**config.mk**
```make
export PLATFORM = sky130hd
export DESIGN_NAME = fmbq_group
export DESIGN_NICKNAME = d
export VERILOG_FILES = /design/src/design/front_middle_back_queue_assert.svh /design/src/design/fmbq_pkg.sv /design/src/design/fmbq_group.sv
export SDC_FILE = /design/constraint.sdc
export NUM_CORES = 1
export LEC_CHECK = 0
export BUFFER_PORTS_ARGS = -buffer_cell sky130_fd_sc_hd__clkbuf_2
export CAP_MARGIN = 20
export CORE_AREA = 2 2 114 116
export CTS_BUF_LIST = sky130_fd_sc_hd__clkbuf_4 sky130_fd_sc_hd__clkbuf_8
export DETAILED_ROUTE_END_ITERATION = 8
export DIE_AREA = 0 0 116 118
export GPL_ROUTABILITY_DRIVEN = 0
export PLACE_DENSITY_LB_ADDON = 0.08
export SETUP_SLACK_MARGIN = 0.5
export SKIP_LAST_GASP = 1
export SLEW_MARGIN = 20
export SYNTH_ARGS = -nofsm -noshare
export SYNTH_HDL_FRONTEND = slang
export SYNTH_SLANG_ARGS = --single-unit
```
**constraint.sdc**
```tcl
create_clock -name clock -period 1.6 [get_ports clock]
set_input_delay 0.24 -clock clock [delete_from_list [all_inputs] [get_ports clock]]
set_output_delay 0.24 -clock clock [all_outputs]
set_load 0.03 [all_outputs]
```
**src/design/front_middle_back_queue_assert.svh**
```systemverilog
// assertion macros for the front/middle/back queue
// used by the top level; expects signals named clock and reset in scope
`ifndef FRONT_MIDDLE_BACK_QUEUE_ASSERT_SVH
`define FRONT_MIDDLE_BACK_QUEUE_ASSERT_SVH

// consequent must hold in the same cycle as the antecedent
`define FMBQ_ASSERT_SAME(lbl, ante, cons, msg) \
   lbl: assert property (@(posedge clock) disable iff (reset) (ante) |-> (cons)) \
      else $error(msg);

// consequent must hold in the cycle after the antecedent
`define FMBQ_ASSERT_NEXT(lbl, ante, cons, msg) \
   lbl: assert property (@(posedge clock) disable iff (reset) (ante) |=> (cons)) \
      else $error(msg);

`endif

```
**src/design/fmbq_pkg.sv**
```systemverilog
// shared types and constants for the front/middle/back queue
// no dependencies; used by every module of the block
`timescale 1ns / 1ps

package fmbq_pkg;

   localparam int DEPTH   = 64;
   localparam int IDX_W   = $clog2(DEPTH);
   localparam int CNT_W   = $clog2(DEPTH + 1);
   localparam int WORD_W  = 32;
   localparam int CMD_W   = 3;
   localparam int STAT_W  = 2;
   localparam int OCC_W   = 7;
   localparam int GROUP   = 8;
   localparam int NGROUP  = (DEPTH + GROUP - 1) / GROUP;

   localparam logic [CMD_W-1:0] CMD_PUSH_FRONT  = 3'd0;
   localparam logic [CMD_W-1:0] CMD_PUSH_MIDDLE = 3'd1;
   localparam logic [CMD_W-1:0] CMD_PUSH_BACK   = 3'd2;
   localparam logic [CMD_W-1:0] CMD_POP_FRONT   = 3'd3;
   localparam logic [CMD_W-1:0] CMD_POP_MIDDLE  = 3'd4;
   localparam logic [CMD_W-1:0] CMD_POP_BACK    = 3'd5;

   localparam logic [STAT_W-1:0] ST_DONE  = 2'd0;
   localparam logic [STAT_W-1:0] ST_EMPTY = 2'd1;
   localparam logic [STAT_W-1:0] ST_FULL  = 2'd2;

   typedef enum logic [1:0] {
      OP_HOLD,
      OP_INSERT,
      OP_REMOVE
   } op_type;

   typedef logic [WORD_W-1:0] word_type;

   typedef struct packed {
      logic [CMD_W-1:0]        command;
      logic signed [WORD_W-1:0] value;
   } req_payload_type;

   typedef struct packed {
      logic signed [WORD_W-1:0] popped;
      logic [STAT_W-1:0]        status;
      logic [OCC_W-1:0]         occupancy;
   } rsp_payload_type;

   // broadcast from the control to every cell
   typedef struct packed {
      logic             load;
      op_type           op;
      logic [IDX_W-1:0] pos;
      word_type         value;
   } cell_ctl_type;

endpackage

```
**src/design/fmbq_group.sv**
```systemverilog
// registered or-reduction of one group of cell taps
// depends on fmbq_pkg
`timescale 1ns / 1ps

module fmbq_group (
   input  logic                                       clock,
   input  logic                                       enable,
   input  logic [fmbq_pkg::GROUP-1:0][fmbq_pkg::WORD_W-1:0] taps,
   output fmbq_pkg::word_type                         group_ff
);

   fmbq_pkg::word_type group_in;

   always_comb begin
      group_in = '0;
      for (int k = 0; k < fmbq_pkg::GROUP; k++) begin
         group_in = group_in | taps[k];
      end
   end

   always_ff @(posedge clock) begin
      if (enable) begin
         group_ff <= group_in;
      end
   end

endmodule

```
==> impl_metrics.ini <==
[layout]
fin_area_um2 = 3400
largest_register_ffs = 32
drive_gt1_share_pct = 69.8
top_register = group_ff
nets = 684
area_growth_syn_to_layout_pct = 129
insertedDiodeCount = 0
top_regs = group_ff x32

[logic_synthesis]
yosysUniqueCellTypes = 3
postSynthAreaPerCell_um2 = 11.6
yosys_register_bits = 32
syn_area_um2 = 1480
synthCells = 128
synthTopCellsByCount = nor4_1 (64), edfxtp_1 (32), nand2_1 (32)
yosysMostFrequentCell = nor4_1
synthesis.nets = 386
synth-edff-count = 32
synth_top_flop_cell = edfxtp_1
ys_async_sr_fraction_pct = 0
yosysWarnings = 0
synthTopCellsByArea = edfxtp_1 (65%), nor4_1 (27%), nand2_1 (8.1%)
seq_area_frac_synth_pct = 64.9
yosys.area.top_type_share_pct = 64.9
synth_area_leader_cell = edfxtp_1

[floorplanning]
die_x_um = 116
num_rows = 41
start_util_pct = 11.9
chipHeight_um = 118
io_pins = 290
fp.dieArea_um2 = 13700
design.core.area_um2 = 12400

[global_routing]
grt_max_degree = 17
grt_pass1_wl_um = 10900
grtUsageTotal_pct = 10.6
antenna_found_initial = 0
grt.overflow.total = 0
grt_pass1_vias = 2389

[min_path]
hold_class = in -> reg

[cts]
cts_setup_buffers = 0
htree_levels = 2
cts_hold_buf = 0
clockBufferDepth = 2
cts_sinks = 32
clockRootBuffer = clkbuf_8
cts_made_buffers = 5
cts_tree = yes
path_clk_slew_ns = 0.07

[sta]
relSlewSlack_pct = 73.5
tightest_slew_ns = 0.393
setup_tns_ns = 0
max_freq_ghz = 0.914
report.final.hold_viol_count = 0
setup_viol = 0
slew_violations = 0
period_minus_slack_ns = 1.09
fin_crit_sh_pct = 68.4
rsz0062_at_grt = true

[critical_path]
crit_chain = buf_8
cp.arrival_ns = 0.85
critPathSlowestCell = edfxtp_1
criticalPathCategory = reg -> out
critPathBufInv = 1
crit_family = flip-flops
crit_path_end_kind = output pin
cp.required_ns = 1.36
crit_fanout = 1
slowest_delay_ns = 0.42
cp-start-kind = flop

[routing]
vias_per_cell = 3.82
via_count = 2289
first_pass_iters = 4
wl_um = 7570
drc = 0
drtIter0Drc = 36
ant_nets = 0
wl_per_cell_um = 12.6

[pwr]
ir_drop_mv = 0.272
power_leakage_uw = 0.00166
p_per_area_nw_per_um2 = 628

[placed_design]
portBuffers = 289
dp_hpwl_um = 6920
place_area_um2 = 3160

[status]
outcome = completed

[flow_run]
maxCapViolCount = 0
==> placed cells by master, fill, tap and decap left out <==
cell and n:
buf_2 5, buf_4 8, buf_6 6, buf_8 4, clkbuf_2 259, clkbuf_4 2, clkbuf_8 12, clkinv_1 1
clkinv_2 2, edfxtp_1 32, nand2_1 32, nor4_1 64
==> power breakdown <==
group          switching, µW  total (µW)  leakage (µW)  internal, µW
sequential              15.7         979      0.000323           963
combinational            231         541       0.00129           310
clock                    318         614     0.0000453           296
==> layout make-up <==
class | count | area (µm²)
repair buffers | 291 | 1620
flip-flops and latches | 32 | 961
multi-input cells | 96 | 520
clock inverters | 3 | 13.8
well taps | 172 | 215
fillers | 1365 | 9010
clock buffers | 5 | 68.8
==> metrics by stage <==
step	hold WS, ns	total power [µW]	std cells	utilization [%]	worst slack [ns]
final	0.211	2130	599	27.4	0.506
after global routing	0.201	2260	599	27.4	0.461
after CTS	0.195	2180	599	27.0	0.478
after detailed placement	0.498	1500	591	25.4	0.510
after global placement	0.502	1500	591	25.4	0.481
after floorplan	0.352	1120	128	-	0.791
==> repair_timing <==
| action | 4_1_cts | 5_1_grt |
|---|---|---|
| endpoints found under the hold margin | 0 | 0 |
| endpoints found under the setup margin | 18 | 28 |
| gates resized for setup | 29 | 41 |
==> logic make-up (layout without fill, tap and decap cells) <==
group         count (synthesis)  after routing  synth area share, %
flops                        32             32                 64.9
simple gates                 96             96                 35.1
buf+inv                       0            299                    0
==> worst paths after layout <==
kind / startpoint / to / slack, ns / cells after the start
setup / recovery: group_ff[15]$_DFFE_PP_ / group_ff[15] / 0.51 / 1
hold / removal: taps[242] / group_ff[18]$_DFFE_PP_ / 0.21 / 3
==> layer usage <==
metal | vias to the layer above | GRT usage (%) | routed length, µm
met2 | 164 | 22.1 | 4210
met1 | 975 | 8.49 | 2300
li1 | 1139 | - | -
met3 | 11 | 4.02 | 878
met4 | 0 | 3.87 | 182
met5 | - | 0 | 0
No activity file was read; power rests on OpenSTA's default activity.
