### src/design/front_middle_back_queue_assert.svh
// assertion macros for the front/middle/back queue
// used by the top level; expects signals named clock and reset in scope
`ifndef FRONT_MIDDLE_BACK_QUEUE_ASSERT_SVH
`define FRONT_MIDDLE_BACK_QUEUE_ASSERT_SVH

// consequent must hold in the same cycle as the antecedent
`define FMBQ_ASSERT_SAME(lbl, ante, cons, msg) \
   lbl: assert property (@(posedge clock) disable iff (reset) (ante) |-> (cons)) \
      else $error(msg);

// consequent must hold in the cycle after the antecedent
`define FMBQ_ASSERT_NEXT(lbl, ante, cons, msg) \
   lbl: assert property (@(posedge clock) disable iff (reset) (ante) |=> (cons)) \
      else $error(msg);

`endif

### src/design/fmbq_pkg.sv
// shared types and constants for the front/middle/back queue
// no dependencies; used by every module of the block
`timescale 1ns / 1ps

package fmbq_pkg;

   localparam int DEPTH   = 64;
   localparam int IDX_W   = $clog2(DEPTH);
   localparam int CNT_W   = $clog2(DEPTH + 1);
   localparam int WORD_W  = 32;
   localparam int CMD_W   = 3;
   localparam int STAT_W  = 2;
   localparam int OCC_W   = 7;
   localparam int GROUP   = 8;
   localparam int NGROUP  = (DEPTH + GROUP - 1) / GROUP;

   localparam logic [CMD_W-1:0] CMD_PUSH_FRONT  = 3'd0;
   localparam logic [CMD_W-1:0] CMD_PUSH_MIDDLE = 3'd1;
   localparam logic [CMD_W-1:0] CMD_PUSH_BACK   = 3'd2;
   localparam logic [CMD_W-1:0] CMD_POP_FRONT   = 3'd3;
   localparam logic [CMD_W-1:0] CMD_POP_MIDDLE  = 3'd4;
   localparam logic [CMD_W-1:0] CMD_POP_BACK    = 3'd5;

   localparam logic [STAT_W-1:0] ST_DONE  = 2'd0;
   localparam logic [STAT_W-1:0] ST_EMPTY = 2'd1;
   localparam logic [STAT_W-1:0] ST_FULL  = 2'd2;

   typedef enum logic [1:0] {
      OP_HOLD,
      OP_INSERT,
      OP_REMOVE
   } op_type;

   typedef logic [WORD_W-1:0] word_type;

   typedef struct packed {
      logic [CMD_W-1:0]        command;
      logic signed [WORD_W-1:0] value;
   } req_payload_type;

   typedef struct packed {
      logic signed [WORD_W-1:0] popped;
      logic [STAT_W-1:0]        status;
      logic [OCC_W-1:0]         occupancy;
   } rsp_payload_type;

   // broadcast from the control to every cell
   typedef struct packed {
      logic             load;
      op_type           op;
      logic [IDX_W-1:0] pos;
      word_type         value;
   } cell_ctl_type;

endpackage

### src/design/fmbq_cell.sv
// one storage cell of the queue: holds one word and shifts with its neighbours
// depends on fmbq_pkg
`timescale 1ns / 1ps

module fmbq_cell (
   input  logic                      clock,
   input  logic [fmbq_pkg::IDX_W-1:0] cell_index,
   input  fmbq_pkg::cell_ctl_type    ctl,
   input  fmbq_pkg::word_type        left_data,
   input  fmbq_pkg::word_type        right_data,
   output fmbq_pkg::word_type        data_ff,
   output fmbq_pkg::word_type        tap_ff
);

   fmbq_pkg::word_type data_in;
   fmbq_pkg::word_type tap_in;

   always_comb begin
      data_in = data_ff;
      case (ctl.op)
         fmbq_pkg::OP_INSERT: begin
            // cells behind the gap take their front neighbour
            if (cell_index > ctl.pos) begin
               data_in = left_data;
            end else if (cell_index == ctl.pos) begin
               data_in = ctl.value;
            end
         end
         fmbq_pkg::OP_REMOVE: begin
            if (cell_index >= ctl.pos) begin
               data_in = right_data;
            end
         end
         default: begin
         end
      endcase
   end

   // only the cell being removed drives its word onto the reduction tree
   assign tap_in = (ctl.op == fmbq_pkg::OP_REMOVE && cell_index == ctl.pos)
                   ? data_ff : '0;

   always_ff @(posedge clock) begin
      data_ff <= data_in;
      if (ctl.load) begin
         tap_ff <= tap_in;
      end
   end

endmodule

### config.mk
export PLATFORM = sky130hd
export DESIGN_NAME = fmbq_cell
export DESIGN_NICKNAME = d
export VERILOG_FILES = /design/src/design/front_middle_back_queue_assert.svh /design/src/design/fmbq_pkg.sv /design/src/design/fmbq_cell.sv
export SDC_FILE = /design/constraint.sdc
export NUM_CORES = 1
export LEC_CHECK = 0
export BUFFER_PORTS_ARGS = -buffer_cell sky130_fd_sc_hd__buf_4
export CORE_MARGIN = 4
export CORE_UTILIZATION = 35
export CTS_CLUSTER_SIZE = 20
export DETAILED_ROUTE_END_ITERATION = 10
export PLACE_DENSITY = 0.69
export SLEW_MARGIN = 0
export SYNTH_ARGS = -nofsm -noshare
export SYNTH_HDL_FRONTEND = slang
export SYNTH_SLANG_ARGS = --single-unit
### constraint.sdc
create_clock -name clock -period 3.3 [get_ports clock]
set_input_delay 0.165 -clock clock [delete_from_list [all_inputs] [get_ports clock]]
set_output_delay 0.165 -clock clock [all_outputs]
set_load 0.005 [all_outputs]
==> reports/summary.md, run 1 <==
## Timing
- **Total Neg Setup Slack** 0 ns
- **max-slew violation count** 0
- **hold violation count in the final report** 0
- **unrepaired setup endpoints after global routing** no
- **worst-case clock skew** 0.00716 ns
- **top achievable clock speed** 511 MHz
- **Min Hold Slack** 0.160 ns
- **final worst path period need** 1.96 ns
- **count of final setup violators** 0
- **smallest setup slack after layout** 1.34 ns
- **final period utilization** 59.3%
- **Worst-Margin Slew** 0.992 ns
- **max_slew headroom** 33.9%

## Logic synthesis
- **warnings from Yosys** 0
- **Syn Area/Cell** 10.7 sq um
- **summed instance area of the synthesized netlist** 0.00383 sq mm
- **synthesized net count** 476
- **number of distinct standard cells referenced by the synthesized netlist** 24
- **fraction of the yosys area taken by sequential cells** 50.1%
- **synthesis-stage register bit count** 64
- **Mapped Cells** 358

## Power
- **VDD IR max** 0.179 mV
- **cell leakage power** 2.41 nW
- **switching share of total power** 24.9%
- **share of total power in the clock network** 33.0%
- **Pwr Total** 2.20 mW
- **power density over cell area** 408 mW/mm^2
- **sequential fraction of design power** 45.7%
- **power share of the combinational group** 21.3%
- **Int Power** 1.65 mW
- **switching power summed over all nets** 0.549 mW

## Worst setup path
- **category of the worst setup path capture point** flop
- **Arr. time, crit path** 1.94 ns
- **required time of the worst setup path** 3.28 ns
- **startpoint kind of the worst setup timing path** primary input
- **R2R setup slack** 2.47 ns
- **maximum fanout along the worst path** 35
- **Setup CP Type** in -> reg

## Floorplanning
- **initial cell density of the core** 36.5%
- **I/O pin count** 176
- **Die Y** 113 microns
- **standard-cell rows** 37
- **width of the die** 113 microns
- **Core Region** 0.0105 sq mm
- **die outline area** 0.0127 sq mm

## GRT
- **global route total overflow** 0
- **wire length of the first global-routing pass** 17.4 mm
- **initial antenna violation count** 0
- **largest net degree at the start of global routing** 65
- **number of global-route vias before repair** 3443
- **aggregate global-route resource usage** 16.9%

## Placed design
- **detailed-placement wirelength estimate** 7.94 mm
- **count of placed standard cells including taps** 634
- **I/O Buffers** 175
- **Placement Setup Slack** 0.989 ns
- **placed cell areas** 0.00519 sq mm
- **GP Congestion** 0.769

## Detailed routing
- **1st-pass router iterations** 5
- **detailed-route vias per instance** 5.45
- **Via Count** 3544
- **number of antenna-violating nets in the routed design** 0
- **DR WL/cell** 17.0 microns
- **DRC violations left** 0
- **drt total wl** 11.1 mm
- **Initial DRC Count** 234

## Clock tree
- **TritonCTS clock tree** built
- **number of hold-repair buffers added at the cts stage** 0
- **Inserted Clock Buffers** 9
- **number of buffers inserted to repair setup after CTS** 0
- **Longest Clk Path Bufs** 2
- **latest clock arrival within the worst-skew pair** 0.33 ns
- **count of cells resized by post-cts repair** 0
- **H-tree levels** 3
- **number of sinks driven by the clock tree** 64
- **clock-pin slew on the worst setup and hold paths** 0.07 ns
- **master cell of the clock root buffer** sky130_fd_sc_hd__clkbuf_8

## Final layout
- **leading cell types in the layout, fill and taps excluded** 186 x sky130_fd_sc_hd__buf_4, 64 x sky130_fd_sc_hd__edfxtp_1, 33 x sky130_fd_sc_hd__nand3_1
- **Final Instance Area** 0.00540 sq mm
- **fin util** 51.4%
- **share of cells above drive strength 1** 41.4%
- **ant diodes** 0
- **Area Overhead vs Synth** 40.8%
- **commonest non-fill, non-tap cell in the layout** sky130_fd_sc_hd__buf_4
- **Final Net Count** 627
- **Non-Filler Instances** 650

## Hold path
- **worst hold path type** in -> reg

## Flow run
- **Max Cap Viol** 0

## Outcome
- **run status** finished, final reports clean

-- cells in the mapped netlist, drive strengths merged --
cell type	n	area, sq um
edfxtp	64	1920
nand3	34	170
and3	33	211
a22oi	32	265
a311o	32	320
and2	32	200
nand2	32	120
nand4	32	200
buf	24	178
clkbuf	22	83.8
ha	6	75.1
inv	6	22.5
nand2b	2	12.5
nor2b	2	12.5
a21o	1	7.51
a21oi	1	5.00
a2bb2oi	1	8.76
and4	1	11.3
o21ai	1	8.76
-- worst paths after layout --
kind | startpoint | endpoint | cells after the start
setup reg to reg | data_ff[7]$_DFFE_PP_ | tap_ff[7]$_SDFFCE_PN0P_ | 1
setup / recovery | cell_index[5] | data_ff[19]$_DFFE_PP_ | 8
hold reg to reg | data_ff[14]$_DFFE_PP_ | tap_ff[14]$_SDFFCE_PN0P_ | 1
hold / removal | right_data[4] | data_ff[4]$_DFFE_PP_ | 3
-- flip-flops by register name, indices dropped and copies added, names as in the netlist --
| register | cells |
|---|---|
| data_ff | 32 |
| tap_ff | 32 |
-- area by class of cell --
cell class                 instances  area (sq um)
clock inverter                     6          82.6
tap                              136           170
sequential                        64          1920
timing repair buffer             186          1400
fill                             946          5110
inverter                           6          22.5
clock buffer                      10           128
multi-input combinational        242          1680
-- kinds of logic after synthesis --
group,count (synthesis),synth area share [%]
AOI/OAI and AO/OA,68,16.1
and+or+nand+nor,168,24.5
DFF,64,50.1
buffers and inverters,52,7.41
adders and majority gates,6,1.96
-- layer usage --
layer  up-vias  global-route usage [%]  routed length [microns]
met5         -                       0                        0
met4         0                    5.05                      201
met3        17                    5.12                      958
met2       168                    28.2                     5410
met1      1656                    21.0                     4480
li1       1703                       -                        -
-- power by group through the flow --
stage / logic [mW] / registers [mW] / clock network [mW]
finish: 0.469 / 1.01 / 0.726
floorplan: 0.212 / 1.02 / 0
detailed placement: 0.474 / 1.03 / 0
CTS: 0.475 / 1.01 / 0.749
global placement: 0.463 / 1.03 / 0
global route: 0.515 / 1.02 / 0.787
-- worst max-delay path, stage by stage --
cell	delay, ns
sky130_fd_sc_hd__buf_4	0.11
sky130_fd_sc_hd__ha_1	0.37
sky130_fd_sc_hd__and4_4	0.27
sky130_fd_sc_hd__o21ai_4	0.06
sky130_fd_sc_hd__buf_4	0.24
sky130_fd_sc_hd__nand3_1	0.16
sky130_fd_sc_hd__a2bb2oi_4	0.14
sky130_fd_sc_hd__buf_4	0.41
Note: power is estimated with default switching activity, not from simulation.
==> run 2: changes to the inputs <==
Settings changed: ABC_AREA set to 1, PLACE_DENSITY 0.69 to 0.71.
Clock period 3.3 ns to 1.71 ns, I/O delays scaled along.
==> run 2 against run 1 <==
Compared with the run above: flip-flop and latch count stayed put; power grew 78%; design area decreased by 4.1%; global-route usage increased by 0.75 points; via count fell by 10%; clock skew increased by 0.0015 ns; highest routed layer unchanged; largest cell class unchanged; synthesized cell count increased by 14%.
==> reports/summary.md, run 2 <==
## Timing
- **Worst-Margin Slew** 0.422 ns, -0.570 ns
- **Min Hold Slack** 0.0343 ns, -0.126 ns
- **top achievable clock speed** 761 MHz
- **smallest setup slack after layout** 0.396 ns, -0.947 ns
- **hold violation count in the final report** 0, unchanged
- **max_slew headroom** 71.9%, +38 points
- **final period utilization** 76.8%
- **worst-case clock skew** 0.00869 ns, +0.00152 ns
- **max-slew violation count** 0, unchanged
- **unrepaired setup endpoints after global routing** no
- **final worst path period need** 1.31 ns
- **count of final setup violators** 0, unchanged

## Power
- **cell leakage power** 2.78 nW, +15%
- **switching power summed over all nets** 1.05 mW, +92%
- **power share of the combinational group** 23.4%, +2.1 points
- **sequential fraction of design power** 49.8%, +4.1 points
- **share of total power in the clock network** 26.8%, -6.2 points
- **switching share of total power** 26.9%, +2.0 points
- **Int Power** 2.86 mW, +73%
- **VDD IR max** 0.298 mV, +67%
- **power density over cell area** 755 mW/mm^2, +85%

## Logic synthesis
- **fraction of the yosys area taken by sequential cells** 55.9%, +5.7 points
- **summed instance area of the synthesized netlist** 0.00344 sq mm, -10%
- **warnings from Yosys** 0, unchanged
- **synthesis-stage register bit count** 64, unchanged
- **most repeated cell in the gate-level netlist after synthesis** sky130_fd_sc_hd__inv_1
- **Async S/R FF share, synth** 0%, unchanged
- **cell type contributing the most total cell area after synthesis** sky130_fd_sc_hd__edfxtp_1
- **Mapped Cells** 407, +14%
- **synthesized net count** 525, +10%
- **most common library cells after synthesis** 108 x sky130_fd_sc_hd__inv_1, 103 x sky130_fd_sc_hd__nand2_1, 64 x sky130_fd_sc_hd__edfxtp_1, 64 x sky130_fd_sc_hd__nand3_1, 33 x sky130_fd_sc_hd__nor2_1
- **number of distinct standard cells referenced by the synthesized netlist** 18, -25%
- **primary flip-flop cell chosen by synthesis mapping** sky130_fd_sc_hd__edfxtp_1
- **count of flip-flops with a built-in enable after synthesis** 64, unchanged
- **main area contributors after synthesis** sky130_fd_sc_hd__edfxtp_1 56%, sky130_fd_sc_hd__inv_1 12%, sky130_fd_sc_hd__nand2_1 11%
- **Syn Area/Cell** 8.45 sq um, -21%
- **area share of the leading cell type in the synthesized netlist** 55.9%, +5.7 points

## Floorplanning
- **width of the die** 107 microns, -4.9%
- **I/O pin count** 176, unchanged
- **initial cell density of the core** 36.5%, +0.052 points
- **die outline area** 0.0115 sq mm, -9.6%
- **Die Y** 107 microns, -4.9%
- **Core Region** 0.00942 sq mm, -10%
- **standard-cell rows** 35, -5.4%

## Detailed routing
- **drt total wl** 10.3 mm, -7.2%
- **detailed-route vias per instance** 4.43, -19%
- **Initial DRC Count** 184, -21%
- **1st-pass router iterations** 5, unchanged
- **Via Count** 3182, -10%
- **number of antenna-violating nets in the routed design** 0, unchanged
- **DRC violations left** 0, unchanged
- **DR WL/cell** 14.3 microns, -16%

## Placed design
- **I/O Buffers** 175, unchanged
- **GP Congestion** 0.816, +6.1%
- **detailed-placement wirelength estimate** 8.04 mm, +1.3%
- **Placement Setup Slack** 0.0505 ns, -0.939 ns
- **count of placed standard cells including taps** 703, +11%
- **placed cell areas** 0.00503 sq mm, -3.2%

## Worst setup path
- **slowest CP cell** sky130_fd_sc_hd__ha_4
- **category of the worst setup path capture point** flop
- **required time of the worst setup path** 1.79 ns, -1.49 ns
- **startpoint kind of the worst setup timing path** primary input
- **CP max stage delay** 0.28 ns, -0.13 ns
- **maximum fanout along the worst path** 13, -63%
- **Arr. time, crit path** 1.39 ns, -0.55 ns
- **Setup CP Type** in -> reg
- **cell-by-cell trace of the critical path** buf_4, inv_12, ha_4, nand2_4, nor2_4, nand2_2, nand3_4, buf_4, nand3_1, nand3_1, nand2_1

## Clock tree
- **Inserted Clock Buffers** 9, unchanged
- **TritonCTS clock tree** built
- **latest clock arrival within the worst-skew pair** 0.33 ns, about the same
- **number of hold-repair buffers added at the cts stage** 0, unchanged
- **Longest Clk Path Bufs** 2, unchanged
- **master cell of the clock root buffer** sky130_fd_sc_hd__clkbuf_8
- **H-tree levels** 3, unchanged
- **number of buffers inserted to repair setup after CTS** 0, unchanged
- **number of sinks driven by the clock tree** 64, unchanged
- **count of cells resized by post-cts repair** 0, unchanged
- **clock-pin slew on the worst setup and hold paths** 0.07 ns, about the same

## GRT
- **wire length of the first global-routing pass** 15.9 mm, -8.7%
- **aggregate global-route resource usage** 17.6%, +0.75 points
- **initial antenna violation count** 0, unchanged
- **largest net degree at the start of global routing** 33, -49%
- **global route total overflow** 0, unchanged
- **number of global-route vias before repair** 3255, -5.5%

## Hold path
- **worst hold path type** in -> reg

## Final layout
- **share of cells above drive strength 1** 37.4%, -4.1 points
- **ant diodes** 0, unchanged
- **Final Instance Area** 0.00518 sq mm, -4.1%
- **commonest non-fill, non-tap cell in the layout** sky130_fd_sc_hd__buf_4
- **fin util** 55.0%, +3.6 points
- **leading cell types in the layout, fill and taps excluded** 183 x sky130_fd_sc_hd__buf_4, 102 x sky130_fd_sc_hd__inv_1, 101 x sky130_fd_sc_hd__nand2_1, 64 x sky130_fd_sc_hd__nand3_1, 64 x sky130_fd_sc_hd__edfxtp_1
- **Largest regs** data_ff (32), tap_ff (32)
- **Final Net Count** 703, +12%
- **Area Overhead vs Synth** 50.5%
- **Non-Filler Instances** 718, +10%

## Flow run
- **Max Cap Viol** 0, unchanged

## Outcome
- **run status** finished, final reports clean

## run 2: logic make-up after synthesis
logic type / synth area share [%]
AO/OA/AOI/OAI: 0.327
adder cells (fa/ha/maj): 2.18
buffers and inverters: 15.3
flip-flops: 55.9
AND/OR/NAND/NOR: 26.4
## run 2: worst paths after layout
path / cells after the start / to / slack (ns) / startpoint
min: 3 / data_ff[15]$_DFFE_PP_ / 0.03 / right_data[15]
max reg2reg: 2 / tap_ff[19]$_SDFFCE_PN0P_ / 0.90 / data_ff[19]$_DFFE_PP_
max: 11 / data_ff[10]$_DFFE_PP_ / 0.40 / ctl[37]
min reg2reg: 2 / tap_ff[4]$_SDFFCE_PN0P_ / 0.58 / data_ff[4]$_DFFE_PP_
## run 2: power groups by stage
stage	clock [mW]	combinational, mW	sequential (mW)
after global routing	1.16	1.02	1.96
after global placement	0	0.906	1.98
after floorplan	0	0.416	1.98
after CTS	1.07	0.929	1.95
after detailed placement	0	0.926	1.99
final	1.05	0.914	1.95
## run 2: metrics by stage
| stage | setup TNS (ns) | power, mW |
|---|---|---|
| final | 0 | 3.91 |
| after global routing | 0 | 4.14 |
| after detailed placement | 0 | 2.91 |
| after floorplan | -1.76 | 2.39 |
| after CTS | 0 | 3.96 |
| after global placement | 0 | 2.89 |
## run 2: worst max-delay path, delay by kind of cell
kind / cells / cell delay, ns
fa+ha+maj: 1 / 0.28
buf+inv: 3 / 0.38
simple gates: 7 / 0.65
## run 2: layer usage
layer	track usage (%)	up-vias	routed length (microns)
met2	31.2	138	5240
li1	-	1593	-
met1	20.9	1438	3990
met4	5.30	0	170
met3	4.70	13	854
met5	0	-	0
## run 2: final cells by class
class                           instances  area [sq um]
Fill cell                             856          4240
Inverter                              110           434
Clock inverter                          5          25.0
Multi-Input combinational cell        215          1100
Tap cell                              129           161
Clock buffer                           10           128
Timing Repair Buffer                  185          1410
Sequential cell                        64          1920
